### src/hdl/two_key_debounce_chord_detector_top_macros.svh
// assertion macros for the two-key debounce and chord detector
// used by the top level only; no other dependencies
`ifndef TWO_KEY_DEBOUNCE_CHORD_DETECTOR_TOP_MACROS_SVH
`define TWO_KEY_DEBOUNCE_CHORD_DETECTOR_TOP_MACROS_SVH

`ifndef NO_ASSERTIONS

// condition and consequence in the same cycle
`define TKDC_ASSERT_SAME(label, clk, rst_n, cond, cons) \
    label: assert property (@(posedge clk) disable iff (!rst_n) (cond) |-> (cons)) \
        else $error("tkdc check failed");

// condition, consequence in the cycle after it
`define TKDC_ASSERT_NEXT(label, clk, rst_n, cond, cons) \
    label: assert property (@(posedge clk) disable iff (!rst_n) (cond) |=> (cons)) \
        else $error("tkdc check failed");

`else

`define TKDC_ASSERT_SAME(label, clk, rst_n, cond, cons)
`define TKDC_ASSERT_NEXT(label, clk, rst_n, cond, cons)

`endif

`endif

### src/hdl/tkdc_pkg.sv
// shared types, codes and constants for the two-key debounce and chord detector
// no dependencies
`timescale 1ns / 1ps

package tkdc_pkg;

    localparam int TimeW = 32;
    localparam int CfgW  = 16;
    localparam int CfgIndexW = 2;

    // key phase codes
    localparam logic [1:0] PhIdle       = 2'd0;
    localparam logic [1:0] PhDebouncing = 2'd1;
    localparam logic [1:0] PhConfirmed  = 2'd2;
    localparam logic [1:0] PhActive     = 2'd3;

    // event codes
    localparam logic [1:0] EvNone = 2'd0;
    localparam logic [1:0] EvKey0 = 2'd1;
    localparam logic [1:0] EvKey1 = 2'd2;
    localparam logic [1:0] EvBoth = 2'd3;

    // register indexes and reset values
    localparam logic [CfgIndexW-1:0] RegDebounceTime = 2'd0;
    localparam logic [CfgIndexW-1:0] RegChordWindow  = 2'd1;
    localparam logic [CfgW-1:0] DebounceReset = 16'd50;
    localparam logic [CfgW-1:0] ChordReset    = 16'd150;

    // status of one key after the debounce update of the current item
    typedef struct packed {
        logic [1:0]       phase;
        logic [TimeW-1:0] confirm_time;
    } key_stat_t;

    // decision of the chord resolver
    typedef struct packed {
        logic [1:0] promote;
        logic [1:0] key_event;
    } resolve_t;

endpackage

### src/hdl/tkdc_key.sv
// debounce phase machine for one key
// depends on tkdc_pkg
`timescale 1ns / 1ps

module tkdc_key
    import tkdc_pkg::*;
(
    input  logic             clk,
    input  logic             rst_n,
    input  logic             enable,
    input  logic [TimeW-1:0] time_now,
    input  logic             level,
    input  logic             fall,
    input  logic [CfgW-1:0]  debounce_time,
    input  logic             promote,
    output key_stat_t        stat_mid,
    output logic [1:0]       phase
);

    logic [1:0]       phase_reg,        phase_next;
    logic             pending_reg,      pending_next;
    logic [TimeW-1:0] edge_time_reg,    edge_time_next;
    logic [TimeW-1:0] confirm_time_reg, confirm_time_next;
    logic [TimeW-1:0] since_edge;
    logic [1:0]       phase_mid;

    // edge flag is applied before the phase update
    always_comb
    begin
        pending_next      = pending_reg | fall;
        edge_time_next    = fall ? time_now : edge_time_reg;
        confirm_time_next = confirm_time_reg;
        phase_mid         = phase_reg;
        since_edge        = time_now - edge_time_next;
        case (phase_reg)
            PhIdle:
            begin
                if (pending_next)
                begin
                    phase_mid = PhDebouncing;
                end
            end
            PhDebouncing:
            begin
                if (since_edge >= {{(TimeW-CfgW){1'b0}}, debounce_time})
                begin
                    pending_next = 1'b0;
                    if (!level)
                    begin
                        phase_mid         = PhConfirmed;
                        confirm_time_next = time_now;
                    end
                    else
                    begin
                        phase_mid = PhIdle;
                    end
                end
            end
            default:
            begin
                // confirmed or active: release drops any stale edge
                if (level)
                begin
                    phase_mid    = PhIdle;
                    pending_next = 1'b0;
                end
            end
        endcase
        phase_next = promote ? PhActive : phase_mid;
    end

    assign stat_mid.phase        = phase_mid;
    assign stat_mid.confirm_time = confirm_time_next;
    assign phase                 = phase_reg;

    // state update on each accepted item
    always_ff @(posedge clk or negedge rst_n)
    begin
        if (!rst_n)
        begin
            phase_reg        <= PhIdle;
            pending_reg      <= 1'b0;
            edge_time_reg    <= '0;
            confirm_time_reg <= '0;
        end
        else if (enable)
        begin
            phase_reg        <= phase_next;
            pending_reg      <= pending_next;
            edge_time_reg    <= edge_time_next;
            confirm_time_reg <= confirm_time_next;
        end
    end

endmodule

### src/hdl/tkdc_resolve.sv
// chord and single-press decision from both keys' updated status
// depends on tkdc_pkg
`timescale 1ns / 1ps

module tkdc_resolve
    import tkdc_pkg::*;
(
    input  logic [TimeW-1:0] time_now,
    input  logic [CfgW-1:0]  chord_window,
    input  key_stat_t        stat0,
    input  key_stat_t        stat1,
    output resolve_t         res
);

    logic [TimeW-1:0] window_ext;
    logic [TimeW-1:0] d01, d10, age0, age1;
    logic             conf0, conf1, chord;

    assign window_ext = {{(TimeW-CfgW){1'b0}}, chord_window};
    assign d01  = stat0.confirm_time - stat1.confirm_time;
    assign d10  = stat1.confirm_time - stat0.confirm_time;
    assign age0 = time_now - stat0.confirm_time;
    assign age1 = time_now - stat1.confirm_time;
    assign conf0 = (stat0.phase == PhConfirmed);
    assign conf1 = (stat1.phase == PhConfirmed);

    // smaller wrapped distance within the window is the same as either one
    assign chord = conf0 && conf1 && ((d01 <= window_ext) || (d10 <= window_ext));

    // both-press first, then key zero, then key one
    always_comb
    begin
        res.promote   = 2'b00;
        res.key_event = EvNone;
        if (chord)
        begin
            res.promote   = 2'b11;
            res.key_event = EvBoth;
        end
        else if (conf0 && (age0 > window_ext))
        begin
            res.promote   = 2'b01;
            res.key_event = EvKey0;
        end
        else if (conf1 && (age1 > window_ext))
        begin
            res.promote   = 2'b10;
            res.key_event = EvKey1;
        end
    end

endmodule

### src/hdl/two_key_debounce_chord_detector_top.sv
// top level of the two-key debounce and chord detector
// depends on tkdc_pkg, tkdc_key, tkdc_resolve and the assertion macro header
//
// Usage:
//   Input channel (in_valid / in_stall) carries one poll per item: the
//   millisecond time and level and falling-edge flags of two active-low keys.
//   Output channel (out_valid / out_stall) returns exactly one key_event per
//   poll: none, key zero, key one or both.
//   Configuration channel (cfg_valid / cfg_ready, always ready) writes
//   debounce_time (index 0) or chord_window (index 1); other indexes are
//   ignored. Write only while no poll is in flight.
//   The key state and the result register (or the skid register while a
//   result waits) are updated at the edge that accepts the poll. Throughput
//   is one poll per cycle while in_stall is low, set by the combinational
//   phase update and compare in the key and resolver logic.
//   A two-entry output buffer (result register plus skid register) lets a
//   poll be taken while a result waits; in_stall rises only once both
//   entries are full under a stalled receiver.
//   Reset puts both keys idle, clears pending edges and output buffer, and
//   loads debounce_time 50 and chord_window 150.
`timescale 1ns / 1ps

`include "two_key_debounce_chord_detector_top_macros.svh"

module two_key_debounce_chord_detector_top
    import tkdc_pkg::*;
(
    input  logic                 clk,
    input  logic                 rst_n,
    input  logic                 in_valid,
    output logic                 in_stall,
    input  logic [TimeW-1:0]     time_now,
    input  logic                 level_key0,
    input  logic                 level_key1,
    input  logic                 fall_key0,
    input  logic                 fall_key1,
    output logic                 out_valid,
    input  logic                 out_stall,
    output logic [1:0]           key_event,
    input  logic                 cfg_valid,
    output logic                 cfg_ready,
    input  logic [CfgIndexW-1:0] cfg_index,
    input  logic [CfgW-1:0]      cfg_data
);

    logic [CfgW-1:0] debounce_time_reg;
    logic [CfgW-1:0] chord_window_reg;
    logic            in_acc;
    key_stat_t       stat0, stat1;
    logic [1:0]      phase0, phase1;
    resolve_t        res;

    logic       out_valid_reg,  out_valid_next;
    logic [1:0] out_event_reg,  out_event_next;
    logic       skid_valid_reg, skid_valid_next;
    logic [1:0] skid_event_reg, skid_event_next;
    logic       out_take;

    // configuration registers
    assign cfg_ready = 1'b1;

    always_ff @(posedge clk or negedge rst_n)
    begin
        if (!rst_n)
        begin
            debounce_time_reg <= DebounceReset;
            chord_window_reg  <= ChordReset;
        end
        else if (cfg_valid && cfg_ready)
        begin
            case (cfg_index)
                RegDebounceTime: debounce_time_reg <= cfg_data;
                RegChordWindow:  chord_window_reg  <= cfg_data;
                default:         ;
            endcase
        end
    end

    // handshake
    assign in_stall = skid_valid_reg;
    assign in_acc   = in_valid && !in_stall;
    assign out_take = out_valid_reg && !out_stall;

    // per-key debounce
    tkdc_key u_key0 (
        .clk           (clk),
        .rst_n         (rst_n),
        .enable        (in_acc),
        .time_now      (time_now),
        .level         (level_key0),
        .fall          (fall_key0),
        .debounce_time (debounce_time_reg),
        .promote       (res.promote[0]),
        .stat_mid      (stat0),
        .phase         (phase0)
    );

    tkdc_key u_key1 (
        .clk           (clk),
        .rst_n         (rst_n),
        .enable        (in_acc),
        .time_now      (time_now),
        .level         (level_key1),
        .fall          (fall_key1),
        .debounce_time (debounce_time_reg),
        .promote       (res.promote[1]),
        .stat_mid      (stat1),
        .phase         (phase1)
    );

    // chord decision
    tkdc_resolve u_resolve (
        .time_now     (time_now),
        .chord_window (chord_window_reg),
        .stat0        (stat0),
        .stat1        (stat1),
        .res          (res)
    );

    // result register and skid register
    always_comb
    begin
        out_valid_next  = out_valid_reg;
        out_event_next  = out_event_reg;
        skid_valid_next = skid_valid_reg;
        skid_event_next = skid_event_reg;
        if (!out_valid_reg || out_take)
        begin
            if (skid_valid_reg)
            begin
                out_valid_next  = 1'b1;
                out_event_next  = skid_event_reg;
                skid_valid_next = 1'b0;
            end
            else
            begin
                out_valid_next = in_acc;
                out_event_next = res.key_event;
            end
        end
        else if (in_acc)
        begin
            skid_valid_next = 1'b1;
            skid_event_next = res.key_event;
        end
    end

    always_ff @(posedge clk or negedge rst_n)
    begin
        if (!rst_n)
        begin
            out_valid_reg  <= 1'b0;
            skid_valid_reg <= 1'b0;
        end
        else
        begin
            out_valid_reg  <= out_valid_next;
            skid_valid_reg <= skid_valid_next;
        end
    end

    always_ff @(posedge clk)
    begin
        out_event_reg  <= out_event_next;
        skid_event_reg <= skid_event_next;
    end

    assign out_valid = out_valid_reg;
    assign key_event = out_event_reg;

    // checks
    `TKDC_ASSERT_SAME(a_skid_behind_out, clk, rst_n, skid_valid_reg, out_valid_reg)
    `TKDC_ASSERT_NEXT(a_both_active, clk, rst_n, in_acc && (res.key_event == EvBoth), (phase0 == PhActive) && (phase1 == PhActive))
    `TKDC_ASSERT_NEXT(a_key0_active, clk, rst_n, in_acc && (res.key_event == EvKey0), phase0 == PhActive)
    `TKDC_ASSERT_NEXT(a_key1_active, clk, rst_n, in_acc && (res.key_event == EvKey1), phase1 == PhActive)

endmodule

### config.mk
export PLATFORM = sky130hd
export DESIGN_NAME = two_key_debounce_chord_detector_top
export DESIGN_NICKNAME = d
export VERILOG_FILES = /design/src/hdl/tkdc_pkg.sv /design/src/hdl/tkdc_key.sv /design/src/hdl/tkdc_resolve.sv /design/src/hdl/two_key_debounce_chord_detector_top.sv
export VERILOG_INCLUDE_DIRS = /design/src /design/src/hdl
export SDC_FILE = /design/constraint.sdc
export NUM_CORES = 1
export LEC_CHECK = 0
export BUFFER_PORTS_ARGS = -buffer_cell sky130_fd_sc_hd__buf_4
export CAP_MARGIN = 10
export CELL_PAD_IN_SITES_DETAIL_PLACEMENT = 1
export CELL_PAD_IN_SITES_GLOBAL_PLACEMENT = 1
export CORE_MARGIN = 3
export CORE_UTILIZATION = 49
export DETAILED_ROUTE_END_ITERATION = 7
export PLACE_DENSITY = 0.92
export SLEW_MARGIN = 30
export SYNTH_ARGS = -nofsm -noshare
export SYNTH_HDL_FRONTEND = slang
export SYNTH_SLANG_ARGS = --single-unit
export TNS_END_PERCENT = 5
### constraint.sdc
create_clock -name clk -period 13.34 [get_ports clk]
set_clock_uncertainty 0.05 [all_clocks]
set_input_delay 1.334 -clock clk [delete_from_list [all_inputs] [get_ports clk]]
set_output_delay 1.334 -clock clk [all_outputs]
set_load 0.005 [all_outputs]
==> summary.md, run 1 <==
| Metric | Value |
|---|---|
| Hold Crit Depth | 2 |
| Area contributors post-synth | dfrtp_1, ha_1, a21oi_1, mux2i_1, o21ai_0 |
| Total core area | 0.0448 mm^2 |
| Input/output buffers | 62 |
| Setup crit end kind | register |
| CP max stage delay | 0.50 ns |
| HPWL after DPL | 81200 um |
| Number of fill cells | 5475 |
| Pre-antenna DRT Iters | 5 |
| Hold_buf cts | 0 |
| Die span in x | 220 um |
| Non-Filler Instances | 3527 |
| GPL Wtd Cong | 1.08 |
| Worst R2R Setup Slack | 1.16 ns |
| #FFs+latches synth | 172 |
| Max clock buf depth | 2 |
| Ys async rst share | 97.7% |
| Crit path required time | 13.52 ns |
| Hold Crit Class | reg -> reg |
| Multi-input logic area | 0.0171 mm^2 |
| Hold Startpoint | u_key0.confirm_time_reg[0]$_DFFE_PN0P_ |
| Synthesis-to-layout area growth | 8.86% |
| End of the worst register-to-register path | key_event[1]$_DFFE_PN_ |
| Worst Max-Slew Pin Slew | 1.06 ns |
| Syn nets | 3244 |
| CTS tree | done |
| Initial core utilization | 50.2% |
| Final WS setup | 0.478 ns |
| Final min period | 12.86 ns |
| Vias/cell | 7.03 |
| Vias in the first global route | 25100 |
| Relative slew margins | 29.2% |
| Largest net degree at the start of global routing | 101 |
| Core Rows | 77 |
| Synth cell count leaders | nand2_1, a21oi_1, ha_1 |
| Routed length per instance | 29.7 um |
| Maxcap violations | 0 |
| Ys Warns | 0 |
| Met2 usage | 64.8% |
| H-tree levels | 4 |
| Arr. time, crit path | 13.04 ns |
| Setup WS pre-CTS | 0.0162 ns |
| Register area | 0.00433 mm^2 |
| Top cell type's share of synthesized area | 17.9% |
| DR iter-0 viols | 2856 |
| Fmax achieved | 0.0777 GHz |
| Crit path from | fall_key1 |
| Post-synth EDFFs | 4 |
| Worst-Skew Late Latency | 0.52 ns |
| # setup viols final | 0 |
| Startpoint Class | primary input |
| CTS root buffer | clkbuf_16 |
| Gr busiest metal | met2 |
| Initial antenna violation count | 2 |
| GRT met3 Usage | 10.5% |
| CTS Buf Count | 17 |
| Hold slack | 0.445 ns |
| Post-Route WL | 105000 um |
| Synthesized cell area | 0.0225 mm^2 |
| Clock transition at path regs | 0.08 ns |
| Status | completed |
| Final ANT Viol Nets | 0 |
| Crit path kind | in -> reg |
| Num Clock Sinks | 172 |
| Sequential fraction of the synthesis area | 19.3% |
| Cell count after synthesis | 2899 |
| Total gr overflow | 0 |
| Fin. Hold Viols | 0 |
| CP dominant cell by count | a21oi_1 |
| Area leader, netlist | dfrtp_1 |
| First-pass GRT wire length | 157000 um |
| Setup TNS | 0 ns |
| Layout Nets | 3266 |
| Most frequent cell after synthesis | nand2_1 |
| Die Footprint | 0.0485 mm^2 |
| RR Startpoint | u_key1.edge_time_reg[0]$_DFFE_PN0P_ |
| Met1 Use GR | 58.7% |
| DRC violations left | 0 |
| Slowest cell on crit path | or3_4 |
| Total number of vias | 24800 |
| Max Slew Vio Count | 0 |
| Avg Cell Area, Syn | 7.75 um^2 |
| Unique masters post-synth | 100 |
| Overall Global Routing Usage | 42.6% |
| IO Count | 64 |
| Critical path peak fanout | 8 |
| Dominant register cell in the synthesized netlist | dfrtp_1 |
| Layout cells sized above 1 | 10.2% |
| Hold Path Sink | u_key0.confirm_time_reg[0]$_DFFE_PN0P_ |
| Tcrit/Tclk final | 96.4% |
| Dpl cells | 3489 |
| Worst reg-to-reg path cell count | 50 |
| DIE HEIGHT | 220 um |
[metrics by stage]
stage,cell area (um^2),util (%)
after floorplan,22500,-
after global placement,23700,52.8
after detailed placement,23700,52.9
after CTS,24300,54.3
after global routing,24500,54.6
final,24500,54.6
[critical path, delay by kind of cell]
family	cells	cell delay (ns)
AO/OA/AOI/OAI	21	4.44
AND/OR/NAND/NOR	16	3.22
buffers and inverters	3	0.43
multiplexers	1	0.37
adder cells (fa/ha/maj)	9	3.08
XOR/XNOR	1	0.14
[per-layer routing]
metal  part of all wire, %  vias up  wire, um
li1                      -    10700         -
met1                    43    12400     45000
met2                    43     1414     44800
met3                    10      321     10500
met4                   4.2        0      4360
met5                     0        -         0
[timing repair]
item	in CTS	in global routing
setup endpoints to repair	0	6
setup buffers	0	4
gates resized for setup	0	17
[worst max-delay path by stage]
| stage | to | slack [ns] |
|---|---|---|
| CTS | key_event[1]$_DFFE_PN_ | 0.23 |
| global placement | key_event[1]$_DFFE_PN_ | 0.50 |
| finish | key_event[1]$_DFFE_PN_ | 0.48 |
| global route | key_event[1]$_DFFE_PN_ | -0.03 |
| floorplan | key_event[1]$_DFFE_PN_ | 1.47 |
| detailed placement | key_event[1]$_DFFE_PN_ | 0.02 |
[layout by cell type (no fill, tap or decap), types with 15 or more instances in the layout]
| master | Yosys | routed |
|---|---|---|
| nand2b_1 | 44 | 44 |
| dfrtp_1 | 161 | 161 |
| a211oi_1 | 30 | 29 |
| nand3_1 | 61 | 60 |
| and2_1 | 18 | 18 |
| buf_4 | 2 | 124 |
| mux2_2 | 77 | 77 |
| clkbuf_16 | 0 | 17 |
| ha_1 | 281 | 280 |
| o21ai_0 | 241 | 240 |
| o21a_1 | 41 | 41 |
| nand2_1 | 289 | 288 |
| nor2b_1 | 29 | 29 |
| and3_1 | 17 | 17 |
| nor3_1 | 55 | 55 |
| or3_1 | 16 | 15 |
| o211ai_1 | 29 | 29 |
| nand4_1 | 65 | 65 |
| xnor2_1 | 79 | 79 |
| a31oi_1 | 31 | 31 |
| inv_1 | 177 | 177 |
| xor2_1 | 36 | 36 |
| o21bai_1 | 34 | 34 |
| nor4_1 | 25 | 24 |
| nor2_1 | 188 | 187 |
| a21o_1 | 83 | 83 |
| a21oi_1 | 282 | 281 |
| mux2i_1 | 125 | 125 |
[cells by family after synthesis]
logic type | count (synthesis) | share of synthesized area [%]
other cells | 1 | 0.0167
mux | 203 | 9.47
flops | 172 | 19.3
compound gates | 947 | 26.6
fa+ha+maj | 292 | 16.4
simple gates | 866 | 18.7
xor+xnor | 115 | 4.48
buf+inv | 303 | 5.17
[layout make-up]
cell class | instances | area share (%)
Clock inverter | 15 | 0.834
Sequential cell | 172 | 17.7
Tap cell | 592 | 3.03
Multi-Input combinational cell | 2424 | 69.8
Antenna cell | 1 | 0.0102
Clock buffer | 17 | 1.74
Timing Repair Buffer | 129 | 4.18
Inverter | 177 | 2.72
Power of run 1 is left out: the tool's default activity adds up to more than one toggle a clock period on the data nets, which glitch-free logic cannot reach.
==> inputs of run 2 (changes only) <==
- CORE_UTILIZATION: 49 -> 40
- PLACE_DENSITY: 0.92 -> 0.79
==> summary.md, run 2 (same netlist as run 1, synthesis figures left out) <==
| Metric | Value |
|---|---|
| Ant diodes | 0 |
| Crit path required time | 13.68 ns |
| CTS root buffer | clkbuf_16 |
| Worst Max-Slew Pin Slew | 1.14 ns |
| Arr. time, crit path | 13.06 ns |
| Maxcap violations | 0 |
| DR iter-0 viols | 2140 |
| Hold_buf cts | 0 |
| Final min period | 12.72 ns |
| Post-Route WL | 98400 um |
| Synthesis-to-layout area growth | 9.88% |
| Relative slew margins | 23.1% |
| Most common cell after layout, fill and taps aside | nand2_1 |
| RR Startpoint | u_key1.edge_time_reg[0]$_DFFE_PN0P_ |
| Total number of vias | 23500 |
| CTS Buf Count | 17 |
| Critical path peak fanout | 35 |
| Hold Crit Depth | 2 |
| Fmax achieved | 0.0786 GHz |
| Commonest non-fill, non-tap cells in the layout | nand2_1, a21oi_1, ha_1 |
| DIE HEIGHT | 243 um |
| Initial core utilization | 40.6% |
| Total core area | 0.0553 mm^2 |
| Input/output buffers | 62 |
| Final ANT Viol Nets | 0 |
| Fin. Hold Viols | 0 |
| Die Footprint | 0.0591 mm^2 |
| Initial antenna violation count | 2 |
| Routed length per instance | 26.5 um |
| Vias in the first global route | 23600 |
| Largest net degree at the start of global routing | 91 |
| Status | completed |
| HPWL after DPL | 81400 um |
| CP max stage delay | 0.89 ns |
| End of the worst register-to-register path | key_event[1]$_DFFE_PN_ |
| Crit path kind | in -> reg |
| CP bufs+invs | 4 |
| Register area | 0.00433 mm^2 |
| DRC violations left | 0 |
| Core Rows | 86 |
| First-pass GRT wire length | 149000 um |
| Hold Crit Class | reg -> reg |
| CP dominant cell by count | a21oi_1 |
| # setup viols final | 0 |
| Hold Path Sink | u_key0.confirm_time_reg[22]$_DFFE_PN0P_ |
| Layout cells sized above 1 | 10.7% |
| Slowest cell on crit path | a2111oi_0 |
| Worst R2R Setup Slack | 1.31 ns |
| Worst-Skew Late Latency | 0.48 ns |
| Worst reg-to-reg path cell count | 51 |
| Final Core Density | 44.7% |
| Total gr overflow | 0 |
| Max clock buf depth | 2 |
| RSZ-0062 raised after global routing | no |
| PostCTS Resize Cnt | 0 |
| Num Clock Sinks | 172 |
| Multi-input logic area | 0.0170 mm^2 |
| Layout Nets | 3292 |
| Die span in x | 243 um |
| IO Count | 64 |
| Hold Startpoint | u_key0.confirm_time_reg[22]$_DFFE_PN0P_ |
| Startpoint Class | primary input |
| Setup crit end kind | register |
| Max Slew Vio Count | 0 |
| H-tree levels | 4 |
| GPL Wtd Cong | 1.05 |
| Post-CTS Setup Repair Bufs | 0 |
| Tcrit/Tclk final | 95.4% |
| Number of fill cells | 6884 |
| Pre-antenna DRT Iters | 5 |
| Overall Global Routing Usage | 32.5% |
| Clock transition at path regs | 0.07 ns |
| Family with the most delay on the worst path | compound AO/OA/AOI/OAI gates |
| CTS tree | done |
| Vias/cell | 6.33 |
-- run 2: tightest hold or removal path: stages, from the launching register on --
cell,delay (ns)
dfrtp_1,0.34
nand2_1,0.05
o21ai_0,0.06
-- run 2: worst max-delay path by stage --
stage,start,to,slack (ns),cells past startpoint
after floorplan,fall_key1,key_event[1]$_DFFE_PN_,1.47,56
after global placement,fall_key0,skid_event_reg[0]$_DFFE_PP_,-0.15,48
after detailed placement,fall_key0,skid_event_reg[0]$_DFFE_PP_,-0.07,47
after CTS,fall_key0,skid_event_reg[0]$_DFFE_PP_,0.36,47
after global routing,fall_key0,u_key1.phase[0]$_DFFE_PN0P_,0.004,46
final,fall_key0,u_key1.phase[0]$_DFFE_PN0P_,0.62,46
-- run 2: area by class of cell --
type,instances,share of cell area [%]
Clock buffer,19,1.83
Clock inverter,13,0.456
Inverter,177,2.69
Multi-Input combinational cell,2425,68.9
Sequential cell,172,17.5
Tap cell,748,3.79
Timing Repair Buffer,154,4.80
-- run 2: through the flow --
stage | hold slack (ns) | TNS (ns) | setup WS, ns | instance area, um^2 | std cells
floorplan | 0.396 | 0 | 1.47 | 22500 | 2899
global placement | 0.411 | -0.148 | -0.148 | 24100 | 3675
detailed placement | 0.422 | -0.0665 | -0.0665 | 24100 | 3675
CTS | 0.437 | 0 | 0.363 | 24700 | 3707
global route | 0.461 | 0 | 0.00362 | 24700 | 3708
finish | 0.436 | 0 | 0.616 | 24700 | 3708
-- run 2: per-layer routing --
| layer | track usage (%) | part of all wire (%) | up-vias |
|---|---|---|---|
| li1 | - | - | 10700 |
| met1 | 46.7 | 47 | 11800 |
| met2 | 50.3 | 43 | 843 |
| met3 | 6.52 | 7.8 | 120 |
| met4 | 6.77 | 2.0 | 2 |
| met5 | 0 | 0.013 | - |
Power of run 2 is left out for the same reason.
